**src/rtl/core/caf_pkg.sv**
```systemverilog
// Shared types, constants and fixed-point helpers of the complementary attitude filter.
package caf_pkg;

  // Angles and estimates: LSB 2^-16 degree, held within +-180 degrees.
  localparam int unsigned ANGLE_W = 25;
  typedef logic signed [ANGLE_W-1:0] angle_t;

  localparam logic signed [47:0] HALF_TURN_WIDE = 48'sd11796480;
  localparam angle_t             HALF_TURN      = 25'sd11796480;

  // CORDIC datapath: operands are the inputs scaled by 2^14.
  localparam int unsigned CORDIC_W     = 34;
  localparam int unsigned CORDIC_Z_W   = 26;
  localparam int unsigned ATAN_ENTRIES = 24;
  localparam int unsigned CNT_W        = $clog2(ATAN_ENTRIES);

  // Square root of a 32-bit radicand shifted up by 28 bits: 30 root bits.
  localparam int unsigned SQRT_STEPS  = 30;
  localparam int unsigned SQRT_CNT_W  = $clog2(SQRT_STEPS);

  // Shared multiplier operand widths.
  localparam int unsigned MUL_A_W = 18;
  localparam int unsigned MUL_B_W = 29;
  localparam int unsigned MUL_P_W = MUL_A_W + MUL_B_W;

  // Configuration register indexes.
  localparam int unsigned CFG_IDX_W = 2;
  localparam logic [CFG_IDX_W-1:0] REG_BLEND_WEIGHT  = 2'd0;
  localparam logic [CFG_IDX_W-1:0] REG_SAMPLE_PERIOD = 2'd1;

  localparam logic [15:0] BLEND_WEIGHT_RST  = 16'd64225;
  localparam logic [15:0] SAMPLE_PERIOD_RST = 16'd655;

  typedef enum logic [3:0] {
    ST_IDLE,
    ST_SQ_Y,
    ST_SQ_Z,
    ST_SQ_SUM,
    ST_ROOT,
    ST_PITCH,
    ST_RATE,
    ST_PRED,
    ST_MUL_A,
    ST_MUL_B,
    ST_MIX,
    ST_OUT
  } caf_state_e;

  // atan(2^-i) in degrees, LSB 2^-16.
  function automatic logic [21:0] atan_entry(input logic [CNT_W-1:0] idx);
    logic [21:0] val;
    unique case (idx)
      5'd0:    val = 22'd2949120;
      5'd1:    val = 22'd1740967;
      5'd2:    val = 22'd919879;
      5'd3:    val = 22'd466945;
      5'd4:    val = 22'd234379;
      5'd5:    val = 22'd117304;
      5'd6:    val = 22'd58666;
      5'd7:    val = 22'd29335;
      5'd8:    val = 22'd14668;
      5'd9:    val = 22'd7334;
      5'd10:   val = 22'd3667;
      5'd11:   val = 22'd1833;
      5'd12:   val = 22'd917;
      5'd13:   val = 22'd458;
      5'd14:   val = 22'd229;
      5'd15:   val = 22'd115;
      5'd16:   val = 22'd57;
      5'd17:   val = 22'd29;
      5'd18:   val = 22'd14;
      5'd19:   val = 22'd7;
      5'd20:   val = 22'd4;
      5'd21:   val = 22'd2;
      5'd22:   val = 22'd1;
      default: val = 22'd0;
    endcase
    return val;
  endfunction

  // Right shift rounding to nearest, halves away from zero; s is a constant at each use.
  function automatic logic signed [47:0] rnd_shr(input logic signed [47:0] v,
                                                 input int unsigned s);
    logic [47:0] mag;
    logic [47:0] res;
    mag = v[47] ? -v : v;
    res = (mag + (48'd1 << (s - 1))) >> s;
    return v[47] ? -$signed(res) : $signed(res);
  endfunction

  // Clamp to +-180 degrees.
  function automatic angle_t sat_half(input logic signed [47:0] v);
    angle_t res;
    if (v > HALF_TURN_WIDE) begin
      res = HALF_TURN;
    end else if (v < -HALF_TURN_WIDE) begin
      res = -HALF_TURN;
    end else begin
      res = v[ANGLE_W-1:0];
    end
    return res;
  endfunction

endpackage

```
**src/rtl/core/caf_mul.sv**
```systemverilog
// Shared signed multiplier with a registered product.
module caf_mul import caf_pkg::*; (
  input  logic                      clk_i,
  input  logic                      en_i,
  input  logic signed [MUL_A_W-1:0] a_i,
  input  logic signed [MUL_B_W-1:0] b_i,
  output logic signed [MUL_P_W-1:0] prod_o
);

  logic signed [MUL_P_W-1:0] prod_q;

  always_ff @(posedge clk_i) begin
    if (en_i) begin
      prod_q <= a_i * b_i;
    end
  end

  assign prod_o = prod_q;

endmodule

```
**src/rtl/core/caf_isqrt.sv**
```systemverilog
// Bit-pair restoring integer square root of a radicand shifted up by 28 bits.
module caf_isqrt import caf_pkg::*; (
  input  logic        clk_i,
  input  logic        rst_ni,
  input  logic        load_i,
  input  logic [31:0] rad_i,
  output logic        done_o,
  output logic [SQRT_STEPS-1:0] root_o
);

  logic                  busy_q;
  logic [SQRT_CNT_W-1:0] cnt_q;
  logic [59:0]           val_q;
  logic [30:0]           rem_q;
  logic [SQRT_STEPS-1:0] root_q;

  logic [32:0] rem_sh;
  logic [32:0] trial;
  logic        fits;

  always_comb begin
    rem_sh = {rem_q, val_q[59:58]};
    trial  = {1'b0, root_q, 2'b01};
    fits   = rem_sh >= trial;
  end

  always_ff @(posedge clk_i or negedge rst_ni) begin
    if (!rst_ni) begin
      busy_q <= 1'b0;
      cnt_q  <= '0;
    end else if (load_i) begin
      busy_q <= 1'b1;
      cnt_q  <= '0;
    end else if (busy_q) begin
      if (cnt_q == SQRT_CNT_W'(SQRT_STEPS - 1)) begin
        busy_q <= 1'b0;
      end
      cnt_q <= cnt_q + 1'b1;
    end
  end

  always_ff @(posedge clk_i) begin
    if (load_i) begin
      val_q  <= {rad_i, 28'd0};
      rem_q  <= '0;
      root_q <= '0;
    end else if (busy_q) begin
      val_q <= {val_q[57:0], 2'b00};
      if (fits) begin
        rem_q  <= 31'(rem_sh - trial);
        root_q <= {root_q[SQRT_STEPS-2:0], 1'b1};
      end else begin
        rem_q  <= rem_sh[30:0];
        root_q <= {root_q[SQRT_STEPS-2:0], 1'b0};
      end
    end
  end

  assign done_o = !busy_q;
  assign root_o = root_q;

  // After k steps the partial root has no more than k bits.
  a_root_grows: assert property (@(posedge clk_i) disable iff (!rst_ni)
    busy_q |-> (root_q >> cnt_q) == '0)
    else $error("isqrt partial root wider than the steps taken");

endmodule

```
**src/rtl/core/caf_cordic.sv**
```systemverilog
// Vectoring CORDIC giving atan2(y, x) in degrees, one micro-rotation per cycle.
module caf_cordic import caf_pkg::*; #(
  parameter int unsigned STEPS = 16
) (
  input  logic                       clk_i,
  input  logic                       rst_ni,
  input  logic                       load_i,
  input  logic signed [CORDIC_W-1:0] x_i,
  input  logic signed [CORDIC_W-1:0] y_i,
  output logic                       done_o,
  output angle_t                     angle_o
);

  localparam logic signed [CORDIC_Z_W-1:0] HALF_Z = CORDIC_Z_W'(HALF_TURN);

  logic                         busy_q;
  logic [CNT_W-1:0]             cnt_q;
  logic                         zero_q;
  logic signed [CORDIC_W-1:0]   x_q;
  logic signed [CORDIC_W-1:0]   y_q;
  logic signed [CORDIC_Z_W-1:0] z_q;

  logic signed [CORDIC_W-1:0]   dx;
  logic signed [CORDIC_W-1:0]   dy;
  logic signed [CORDIC_Z_W-1:0] step_ang;

  always_comb begin
    dx       = y_q >>> cnt_q;
    dy       = x_q >>> cnt_q;
    step_ang = $signed({4'd0, atan_entry(cnt_q)});
  end

  always_ff @(posedge clk_i or negedge rst_ni) begin
    if (!rst_ni) begin
      busy_q <= 1'b0;
      cnt_q  <= '0;
    end else if (load_i) begin
      busy_q <= 1'b1;
      cnt_q  <= '0;
    end else if (busy_q) begin
      if (cnt_q == CNT_W'(STEPS - 1)) begin
        busy_q <= 1'b0;
      end
      cnt_q <= cnt_q + 1'b1;
    end
  end

  always_ff @(posedge clk_i) begin
    if (load_i) begin
      zero_q <= (x_i == '0) && (y_i == '0);
      // A vector in the left half-plane is turned by half a turn first.
      if (x_i[CORDIC_W-1]) begin
        x_q <= -x_i;
        y_q <= -y_i;
        z_q <= y_i[CORDIC_W-1] ? -HALF_Z : HALF_Z;
      end else begin
        x_q <= x_i;
        y_q <= y_i;
        z_q <= '0;
      end
    end else if (busy_q) begin
      if (y_q > 0) begin
        x_q <= x_q + dx;
        y_q <= y_q - dy;
        z_q <= z_q + step_ang;
      end else begin
        x_q <= x_q - dx;
        y_q <= y_q + dy;
        z_q <= z_q - step_ang;
      end
    end
  end

  assign done_o  = !busy_q;
  assign angle_o = zero_q ? '0 : sat_half({{(48 - CORDIC_Z_W){z_q[CORDIC_Z_W-1]}}, z_q});

  a_cnt_bound: assert property (@(posedge clk_i) disable iff (!rst_ni)
    busy_q |-> cnt_q <= CNT_W'(STEPS - 1))
    else $error("CORDIC step count past the last table entry in use");

endmodule

```
**src/rtl/core/complementary_attitude_filter_unit.sv**
```systemverilog
// Inputs: a word is taken only while idle; the input then stalls until the result has gone to
// the output register. The work per word is the 30-step square root with the roll pass of the
// shared CORDIC alongside it, then the pitch pass, then the multiply states for both axes.
// Reset clears the estimates to zero, loads the default blend weight and sample period,
// and leaves the block idle with no result pending.
module complementary_attitude_filter_unit import caf_pkg::*; #(
  parameter int unsigned CORDIC_STEPS = 16
) (
  input  logic                 clk_i,
  input  logic                 rst_ni,
  input  logic                 cfg_we_i,
  input  logic [CFG_IDX_W-1:0] cfg_idx_i,
  input  logic [15:0]          cfg_data_i,
  input  logic                 in_valid_i,
  output logic                 in_stall_o,
  input  logic signed [15:0]   accel_x_i,
  input  logic signed [15:0]   accel_y_i,
  input  logic signed [15:0]   accel_z_i,
  input  logic signed [15:0]   roll_rate_i,
  input  logic signed [15:0]   pitch_rate_i,
  output logic                 out_valid_o,
  input  logic                 out_stall_i,
  output logic signed [15:0]   roll_angle_o,
  output logic signed [15:0]   pitch_angle_o
);

  localparam int unsigned CORDIC_ITER =
      (CORDIC_STEPS > ATAN_ENTRIES) ? ATAN_ENTRIES : CORDIC_STEPS;

  caf_state_e state_q, state_d;

  logic [15:0] alpha_q;
  logic [15:0] dt_q;
  angle_t      est_roll_q;
  angle_t      est_pitch_q;
  logic        axis_q;
  logic        out_valid_q;

  logic signed [15:0] ax_q, ay_q, az_q, gr_q, gp_q;
  logic [30:0]              sq_q;
  angle_t                   acc_roll_q;
  logic signed [MUL_B_W-1:0] pred_q;
  logic signed [47:0]       mix_q;
  logic signed [15:0]       roll_out_q, pitch_out_q;

  logic                      in_accept;
  logic                      out_free;
  logic                      mul_en;
  logic signed [MUL_A_W-1:0] mul_a;
  logic signed [MUL_B_W-1:0] mul_b;
  logic signed [MUL_P_W-1:0] prod;
  logic                      sq_load;
  logic                      sq_done;
  logic [31:0]               rad;
  logic [SQRT_STEPS-1:0]     root;
  logic                      cor_load;
  logic                      cor_done;
  logic signed [CORDIC_W-1:0] cor_x, cor_y;
  angle_t                    cor_angle;

  angle_t             est_cur;
  angle_t             acc_cur;
  logic signed [15:0] rate_cur;
  logic signed [47:0] prod_wide;
  logic signed [47:0] incr;
  logic signed [MUL_B_W-1:0] pred_d;
  logic signed [47:0] mix;
  angle_t             est_new;
  logic signed [47:0] roll_rnd, pitch_rnd;
  logic signed [CORDIC_W-1:0] ax_scaled;

  assign in_accept = in_valid_i && !in_stall_o;
  assign out_free  = !out_valid_q || !out_stall_i;
  assign in_stall_o = (state_q != ST_IDLE);

  caf_mul u_mul (
    .clk_i  (clk_i),
    .en_i   (mul_en),
    .a_i    (mul_a),
    .b_i    (mul_b),
    .prod_o (prod)
  );

  caf_isqrt u_isqrt (
    .clk_i  (clk_i),
    .rst_ni (rst_ni),
    .load_i (sq_load),
    .rad_i  (rad),
    .done_o (sq_done),
    .root_o (root)
  );

  caf_cordic #(
    .STEPS (CORDIC_ITER)
  ) u_cordic (
    .clk_i   (clk_i),
    .rst_ni  (rst_ni),
    .load_i  (cor_load),
    .x_i     (cor_x),
    .y_i     (cor_y),
    .done_o  (cor_done),
    .angle_o (cor_angle)
  );

  // Datapath values derived from the current axis and the multiplier output.
  always_comb begin
    est_cur   = axis_q ? est_pitch_q : est_roll_q;
    acc_cur   = axis_q ? cor_angle : acc_roll_q;
    rate_cur  = axis_q ? gp_q : gr_q;
    prod_wide = {prod[MUL_P_W-1], prod};
    incr      = rnd_shr(prod_wide, 4);
    pred_d    = {{(MUL_B_W - ANGLE_W){est_cur[ANGLE_W-1]}}, est_cur} + incr[MUL_B_W-1:0];
    mix       = mix_q + prod_wide;
    est_new   = sat_half(rnd_shr(mix, 16));
    roll_rnd  = rnd_shr({{(48 - ANGLE_W){est_roll_q[ANGLE_W-1]}}, est_roll_q}, 9);
    pitch_rnd = rnd_shr({{(48 - ANGLE_W){est_pitch_q[ANGLE_W-1]}}, est_pitch_q}, 9);
    rad       = {1'b0, sq_q} + {1'b0, prod[30:0]};
    ax_scaled = {{4{ax_q[15]}}, ax_q, 14'd0};
  end

  always_comb begin
    state_d  = state_q;
    mul_en   = 1'b0;
    mul_a    = '0;
    mul_b    = '0;
    sq_load  = 1'b0;
    cor_load = 1'b0;
    cor_x    = {{4{az_q[15]}}, az_q, 14'd0};
    cor_y    = {{4{ay_q[15]}}, ay_q, 14'd0};
    unique case (state_q)
      ST_IDLE: begin
        if (in_valid_i) begin
          state_d = ST_SQ_Y;
        end
      end
      ST_SQ_Y: begin
        mul_en  = 1'b1;
        mul_a   = {{2{ay_q[15]}}, ay_q};
        mul_b   = {{13{ay_q[15]}}, ay_q};
        state_d = ST_SQ_Z;
      end
      ST_SQ_Z: begin
        mul_en  = 1'b1;
        mul_a   = {{2{az_q[15]}}, az_q};
        mul_b   = {{13{az_q[15]}}, az_q};
        state_d = ST_SQ_SUM;
      end
      ST_SQ_SUM: begin
        // The roll CORDIC runs alongside the square root.
        sq_load  = 1'b1;
        cor_load = 1'b1;
        state_d  = ST_ROOT;
      end
      ST_ROOT: begin
        if (sq_done && cor_done) begin
          cor_load = 1'b1;
          cor_x    = {4'd0, root};
          cor_y    = -ax_scaled;
          state_d  = ST_PITCH;
        end
      end
      ST_PITCH: begin
        if (cor_done) begin
          state_d = ST_RATE;
        end
      end
      ST_RATE: begin
        mul_en  = 1'b1;
        mul_a   = {2'b00, dt_q};
        mul_b   = {{13{rate_cur[15]}}, rate_cur};
        state_d = ST_PRED;
      end
      ST_PRED: begin
        state_d = ST_MUL_A;
      end
      ST_MUL_A: begin
        mul_en  = 1'b1;
        mul_a   = {2'b00, alpha_q};
        mul_b   = pred_q;
        state_d = ST_MUL_B;
      end
      ST_MUL_B: begin
        mul_en  = 1'b1;
        mul_a   = {1'b0, 17'h10000 - {1'b0, alpha_q}};
        mul_b   = {{(MUL_B_W - ANGLE_W){acc_cur[ANGLE_W-1]}}, acc_cur};
        state_d = ST_MIX;
      end
      ST_MIX: begin
        state_d = axis_q ? ST_OUT : ST_RATE;
      end
      ST_OUT: begin
        if (out_free) begin
          state_d = ST_IDLE;
        end
      end
      default: begin
        state_d = ST_IDLE;
      end
    endcase
  end

  always_ff @(posedge clk_i or negedge rst_ni) begin
    if (!rst_ni) begin
      state_q     <= ST_IDLE;
      out_valid_q <= 1'b0;
      axis_q      <= 1'b0;
      alpha_q     <= BLEND_WEIGHT_RST;
      dt_q        <= SAMPLE_PERIOD_RST;
      est_roll_q  <= '0;
      est_pitch_q <= '0;
    end else begin
      state_q <= state_d;
      if (cfg_we_i) begin
        unique case (cfg_idx_i)
          REG_BLEND_WEIGHT:  alpha_q <= cfg_data_i;
          REG_SAMPLE_PERIOD: dt_q    <= cfg_data_i;
          default: ;
        endcase
      end
      if (state_q == ST_SQ_SUM) begin
        axis_q <= 1'b0;
      end else if (state_q == ST_MIX) begin
        axis_q <= 1'b1;
        if (axis_q) begin
          est_pitch_q <= est_new;
        end else begin
          est_roll_q <= est_new;
        end
      end
      if (state_q == ST_OUT && out_free) begin
        out_valid_q <= 1'b1;
      end else if (!out_stall_i) begin
        out_valid_q <= 1'b0;
      end
    end
  end

  always_ff @(posedge clk_i) begin
    if (in_accept) begin
      ax_q <= accel_x_i;
      ay_q <= accel_y_i;
      az_q <= accel_z_i;
      gr_q <= roll_rate_i;
      gp_q <= pitch_rate_i;
    end
    if (state_q == ST_SQ_Z) begin
      sq_q <= prod[30:0];
    end
    if (state_q == ST_ROOT && sq_done && cor_done) begin
      acc_roll_q <= cor_angle;
    end
    if (state_q == ST_PRED) begin
      pred_q <= pred_d;
    end
    if (state_q == ST_MUL_B) begin
      mix_q <= prod_wide;
    end
    if (state_q == ST_OUT && out_free) begin
      roll_out_q  <= roll_rnd[15:0];
      pitch_out_q <= pitch_rnd[15:0];
    end
  end

  assign out_valid_o   = out_valid_q;
  assign roll_angle_o  = roll_out_q;
  assign pitch_angle_o = pitch_out_q;

  a_est_range: assert property (@(posedge clk_i) disable iff (!rst_ni)
    (est_roll_q <= HALF_TURN) && (est_roll_q >= -HALF_TURN) &&
    (est_pitch_q <= HALF_TURN) && (est_pitch_q >= -HALF_TURN))
    else $error("attitude estimate outside +-180 degrees");

  a_busy_after_accept: assert property (@(posedge clk_i) disable iff (!rst_ni)
    in_accept |=> in_stall_o)
    else $error("input not stalled after a word was taken");

  a_result_from_out: assert property (@(posedge clk_i) disable iff (!rst_ni)
    $rose(out_valid_o) |-> $past(state_q == ST_OUT))
    else $error("result raised outside the output state");

endmodule

```
**config.mk**
```make
export PLATFORM = sky130hd
export DESIGN_NAME = complementary_attitude_filter_unit
export DESIGN_NICKNAME = d
export VERILOG_FILES = /design/src/rtl/core/caf_pkg.sv /design/src/rtl/core/caf_mul.sv /design/src/rtl/core/caf_isqrt.sv /design/src/rtl/core/caf_cordic.sv /design/src/rtl/core/complementary_attitude_filter_unit.sv
export SDC_FILE = /design/constraint.sdc
export NUM_CORES = 2
export LEC_CHECK = 0
export BUFFER_PORTS_ARGS = -buffer_cell sky130_fd_sc_hd__buf_4
export CAP_MARGIN = 20
export CORE_UTILIZATION = 57
export DETAILED_ROUTE_END_ITERATION = 10
export HOLD_SLACK_MARGIN = 0.03
export MAX_ROUTING_LAYER = met4
export PLACE_DENSITY_LB_ADDON = 0.15
export SYNTH_ARGS = -nofsm -noshare
export SYNTH_HDL_FRONTEND = slang
export SYNTH_HIERARCHICAL = 1
export SYNTH_SLANG_ARGS = --single-unit
```
**constraint.sdc**
```tcl
create_clock -name clk_i -period 12.5 [get_ports clk_i]
set_clock_uncertainty 0.2 [all_clocks]
set_input_delay 1.875 -clock clk_i [delete_from_list [all_inputs] [get_ports clk_i]]
set_output_delay 1.875 -clock clk_i [all_outputs]
set_load 0.02 [all_outputs]
```
# Word-level counts from Yosys, hierarchy flattened
# Memories as Yosys holds them, arrays and structs flattened.
# Cells that the tools add are included.
# word_totals
input_bits	103
romBits	704
wordCells	178
ff_bits	579
output_inout_bits	34
memories	1
# op_classes
shift	2
add_sub_neg	28
magnitude_cmp	6
eq_ne	19
n_reduce_logical	26
bitwise	2
muxes	63
n_mul	1
# mem_list
memory	depth	word_bits	read_ports	rd_ports_with_merged_regs	write_ports	line_no	rtl
(no name shown)	32	22	1	0	0	caf_pkg.sv:52	unique case (idx)
# ops
cell	n
$mux W34	12
$mux W25	9
$pmux W29 S5	1
$mux W26	5
$mux W60	2
$mux W48	2
$pmux W18 S5	1
$add A34 B34 Y34	2
$logic_not A34 Y1	2
$neg A34 Y34	2
$sshr A34 B5 Y34	2
$sub A34 B34 Y34	2
$add A25 B9 Y25 const B	2
$neg A25 Y25	2
$add A47 B47 Y48	1
$add A48 B16 Y48 const B	1
$gt A48 B25 Y1 const B	1
$lt A48 B25 Y1 const B	1
$mux W16	3
$neg A32 Y48	1
$neg A48 Y48	1
$pmux W4 S12	1
$mul A18 B29 Y47	1
$gt A34 B1 Y1 const B	1
other kinds (43)	89

# Logic depth before layout (Yosys ltp)
# logic_depth
depth_word	9
depth_mapped	38
mapped_depth_nobuf	35

# Hierarchy
# The synthesis kept the hierarchy.
# modules_own_cells
mod	cells_per_inst	n_inst	seq_area_each_um2	area_each_um2
complementary_attitude_filter_unit	3005	1	9549.2	27204.8
caf_mul	2159	1	1411.4	19799.0
caf_cordic	2068	1	3002.9	17423.0
caf_isqrt	617	1	2332.2	5894.4

# Worst setup path after synthesis
# No wires, ideal clock.
# synth_timing
kind	register to register
from	register state_q[3]
to	register u_mul.prod_q[40] (netlist: u_mul/prod_o[40]), data pin
arrival_time_ps	8621
n_path_buf	3
setup_time_ps	274
setup_slack_ps	3405
period_less_slack_ps	9095
stages_incl_launch_ff	28
t_required_ps	12026
path_cell_list	dfrtp_1 -> clkbuf_1 -> nor2b_1 -> nand2_1 -> clkinv_1 -> clkbuf_1 -> nand3_1 -> nand3_1 -> clkbuf_1 -> nand2_1 -> inv_1 -> fa_1 -> fa_1 -> inv_1 -> fa_1 -> inv_1 -> fa_1 -> fa_1 -> inv_1 -> fa_1 -> inv_1 -> ha_1 -> a21o_1 -> a21o_1 -> a21o_1 -> or3_1 -> mux2i_1 -> a2111oi_2
# synth_via
elab_chain_cells	3
word_cells_on_any_way	8
classes_between	1 x mul; 5 x eq/ne; 2 x mux
# synth_lines
element	line_no	rtl
start, declared	complementary_attitude_filter_unit.sv:30	caf_state_e state_q, state_d;
start signal, assigned	complementary_attitude_filter_unit.sv:212	state_q <= state_d;
$eq A4 B4 Y1, or another cell as far along	complementary_attitude_filter_unit.sv:130	unique case (state_q)
$pmux W18 S5 *	complementary_attitude_filter_unit.sv:130	
via mul_a[3]	complementary_attitude_filter_unit.sv:49	logic signed [MUL_A_W-1:0] mul_a;
$mul A18 B29 Y47 *	caf_mul.sv:14	prod_q <= a_i * b_i;
end signal, assigned	caf_mul.sv:14	
end, declared	caf_mul.sv:10	logic signed [MUL_P_W-1:0] prod_q;
# Mark *: on every way through the listed nets, which the timed path passes. The rest lies on a longest branch.
# A chain may end at the register's enable or synchronous reset.

# Worst setup path in the final report
# layout_timing
from	register state_q[3]
to	register u_mul.prod_q[41] (netlist: u_mul/prod_o[41]), data pin
# layout_via
elab_chain_cells	3
word_cells_on_any_way	8
classes_between	1 x mul; 5 x eq/ne; 2 x mux
# layout_lines
element	line_no	rtl
$eq A4 B4 Y1, or another cell as far along	complementary_attitude_filter_unit.sv:130	
$pmux W29 S5 *	complementary_attitude_filter_unit.sv:130	
via mul_b[13]	complementary_attitude_filter_unit.sv:50	logic signed [MUL_B_W-1:0] mul_b;
$mul A18 B29 Y47 *	caf_mul.sv:14	
# Marks and branches as above.

==> flow_summary.json <==
{
  "outcome": "finished, final reports clean",
  "first_pass_iters": 7,
  "overflow": 0,
  "synthesis.area_mm2": 0.0703,
  "grt_pass1_wl_mm": 331,
  "cts-resized-gates": 0,
  "synth-edff-count": 418,
  "finalHoldViolCount": 0,
  "avgSynthCellArea_um2": 8.96,
  "drt-total-wl_mm": 215,
  "synth-seq-area-share_pct": 23.2,
  "die_y_um": 353,
  "cts-buffers-inserted": 72,
  "start_kind": "flip-flop",
  "drtIter0Drc": 6448,
  "crit_path_start": "state_q[3]",
  "grt_pass1_vias": 56300,
  "portBuffers": 136,
  "tightestPinTransition_ns": 1.17,
  "async_flop_share_pct": 17.3,
  "syn_inst": 7849,
  "max_freq_ghz": 0.0991,
  "yosys_warnings": 6,
  "start_util_pct": 57.6,
  "routed_via_density": 6.28,
  "postCtsSetupBuffers": 0,
  "dieArea_mm2": 0.125,
  "grt_setup_unrepaired": "false",
  "reg2reg_slack_ns": 2.41,
  "core_mm2": 0.122,
  "worstReg2RegEnd": "u_mul/prod_o[41]",
  "drv_slew": 0,
  "path_max_fanout": 61,
  "cp-endpoint": "u_mul/prod_o[41]",
  "synth_cell_types": 142,
  "finalSetupViolations": 0,
  "grt_util_all_layers_pct": 34.9,
  "worstPathArrival_ns": 10.40,
  "clockRootBuffer": "clkbuf_16",
  "timing.hold.ws_ns": 0.256,
  "io_pins": 137,
  "place_congestion": 1.05,
  "cts_tree": "built",
  "insertion_delay_ns": 0.68,
  "dieWidth_um": 353,
  "fillers": 10600,
  "hp-start": "u_mul/prod_o[37]",
  "ant_nets": 0,
  "worst-r2r-cell-count": 26,
  "num_rows": 128,
  "relSlewSlack_pct": 21.7,
  "antenna_found_initial": 3,
  "crit_path_frequent_cell": "fa_1",
  "clock-sinks": 579,
  "crit_path_end_kind": "flip-flop",
  "cap_violations": 0,
  "clockBufferDepth": 3,
  "dp.final_hpwl_mm": 164,
  "cp_slowest_cell": "dfrtp_1",
  "cpPeakStageDelay_ns": 0.67,
  "critical_path_required_ns": 12.81,
  "syn2layout_area_growth_pct": 6.63,
  "layout-drive-gt1-share_pct": 9.73,
  "synth.ff_latch_count": 579,
  "grt_max_degree": 81,
  "vias": 59500,
  "wl_per_cell_um": 22.6,
  "synth-main-ff-cell": "edfxtp_1",
  "clk_pin_slew_ns": 0.06,
  "nets": 8773,
  "htree_levels": 3,
  "post-route-period-util_pct": 80.7,
  "period_minus_slack_ns": 10.09,
  "reg2reg_from": "state_q[3]",
  "path_class": "flip-flop to flip-flop",
  "hold_buffers": 0,
  "setup_tns_ns": 0,
  "drc": 0,
  "min_path_type": "flip-flop to flip-flop"
}
[placed cells by master, fill, tap and decap left out, drive strengths merged, types with 84 or more instances in the layout]
master  instances
xor2          249
ha            371
dfrtp          84
and2          273
buf           237
clkbuf         88
o31ai         100
xnor2         402
nand2         910
nor2          473
nor3          131
a21oi         369
edfxtp        418
inv           772
fa            511
mux2          147
nand3         126
mux2i         150
o21ai         387
a21o          115
[registers in the layout, indices dropped and copies added, names as in the netlist, 26 cells and up]
register and flops:
mix_q 47, pred_q 29, sq_q 31, u_cordic/x_q 34, u_cordic/y_q 34, u_cordic/z_q 26, u_isqrt/rem_q 31, u_isqrt/root_o 30
u_isqrt/val_q 32, u_mul/prod_o 47
[worst max-delay path, delay by kind of cell, from the launching register on]
kind,cells,cell delay (ns)
fa+ha+maj,7,3.45
compound gates,10,2.71
buf+inv,6,1.69
simple gates,3,1.17
flops,1,0.67
[layer usage]
layer | GRT usage [%] | wire length [um] | vias up
met5 | - | 0 | -
li1 | - | - | 27300
met2 | 48.4 | 88900 | 2885
met1 | 50.3 | 95500 | 29000
met3 | 8.43 | 23800 | 338
met4 | 9.78 | 6380 | 0
[final cells by class]
| type | count | area, um^2 | area share [%] |
|---|---|---|---|
| multi-input combinational | 6131 | 49500 | 66.1 |
| clock inverter | 46 | 417 | 0.556 |
| antenna | 2 | 5.00 | 0.00667 |
| inverter | 767 | 2880 | 3.84 |
| timing repair buffer | 237 | 1790 | 2.39 |
| tap | 1625 | 2030 | 2.71 |
| clock buffer | 88 | 2000 | 2.66 |
| sequential | 579 | 16300 | 21.8 |
[Yosys cell counts (all sizes together), types with 78 or more instances]
cell / count / share of area, %
edfxtp: 418 / 18
nand2: 910 / 4.9
ha: 371 / 6.6
xnor2: 402 / 5.0
o21ai: 387 / 2.8
xor2: 249 / 3.1
nand3: 126 / 0.93
buf: 124 / 1.1
mux2i: 150 / 2.1
fa: 511 / 15
nor2: 473 / 2.5
and2: 273 / 2.4
inv: 764 / 4.1
mux4: 80 / 2.6
mux2: 147 / 2.4
nand2b: 78 / 0.69
o31ai: 100 / 1.2
clkbuf: 294 / 1.6
dfrtp: 84 / 3.0
a21o: 115 / 1.2
a21oi: 369 / 2.7
nor3: 131 / 1.0
[metrics by stage]
stage	setup WS (ns)	utilization, %	instance area (um^2)	instances
2_1_floorplan	3.40	-	70500	7895
3_3_place_gp	2.63	59.4	72500	9336
3_5_place_dp	2.49	59.4	72500	9336
4_1_cts	2.50	61.4	74900	9470
5_1_grt	1.79	61.4	75000	9475
6_report	2.41	61.4	75000	9475
[kinds of logic after synthesis]
family                   synth area share (%)
AO/OA/AOI/OAI                            16.2
XOR/XNOR                                 8.15
adder cells (fa/ha/maj)                  21.2
buffers and inverters                    6.76
flip-flops                               23.2
multiplexers                             7.11
other                                 0.00533
AND/OR/NAND/NOR                          17.5
[how the worst min path moves through the flow]
stage	endpoint	depth (start not counted)
after global routing	mix_q[34]	0
after floorplan	mix_q[33]	0
after CTS	mix_q[38]	0
after detailed placement	mix_q[38]	0
after global placement	mix_q[34]	0
final	mix_q[37]	0
Power is left out: the tool's default activity adds up to more than one toggle a clock period on the data nets, which glitch-free logic cannot reach.
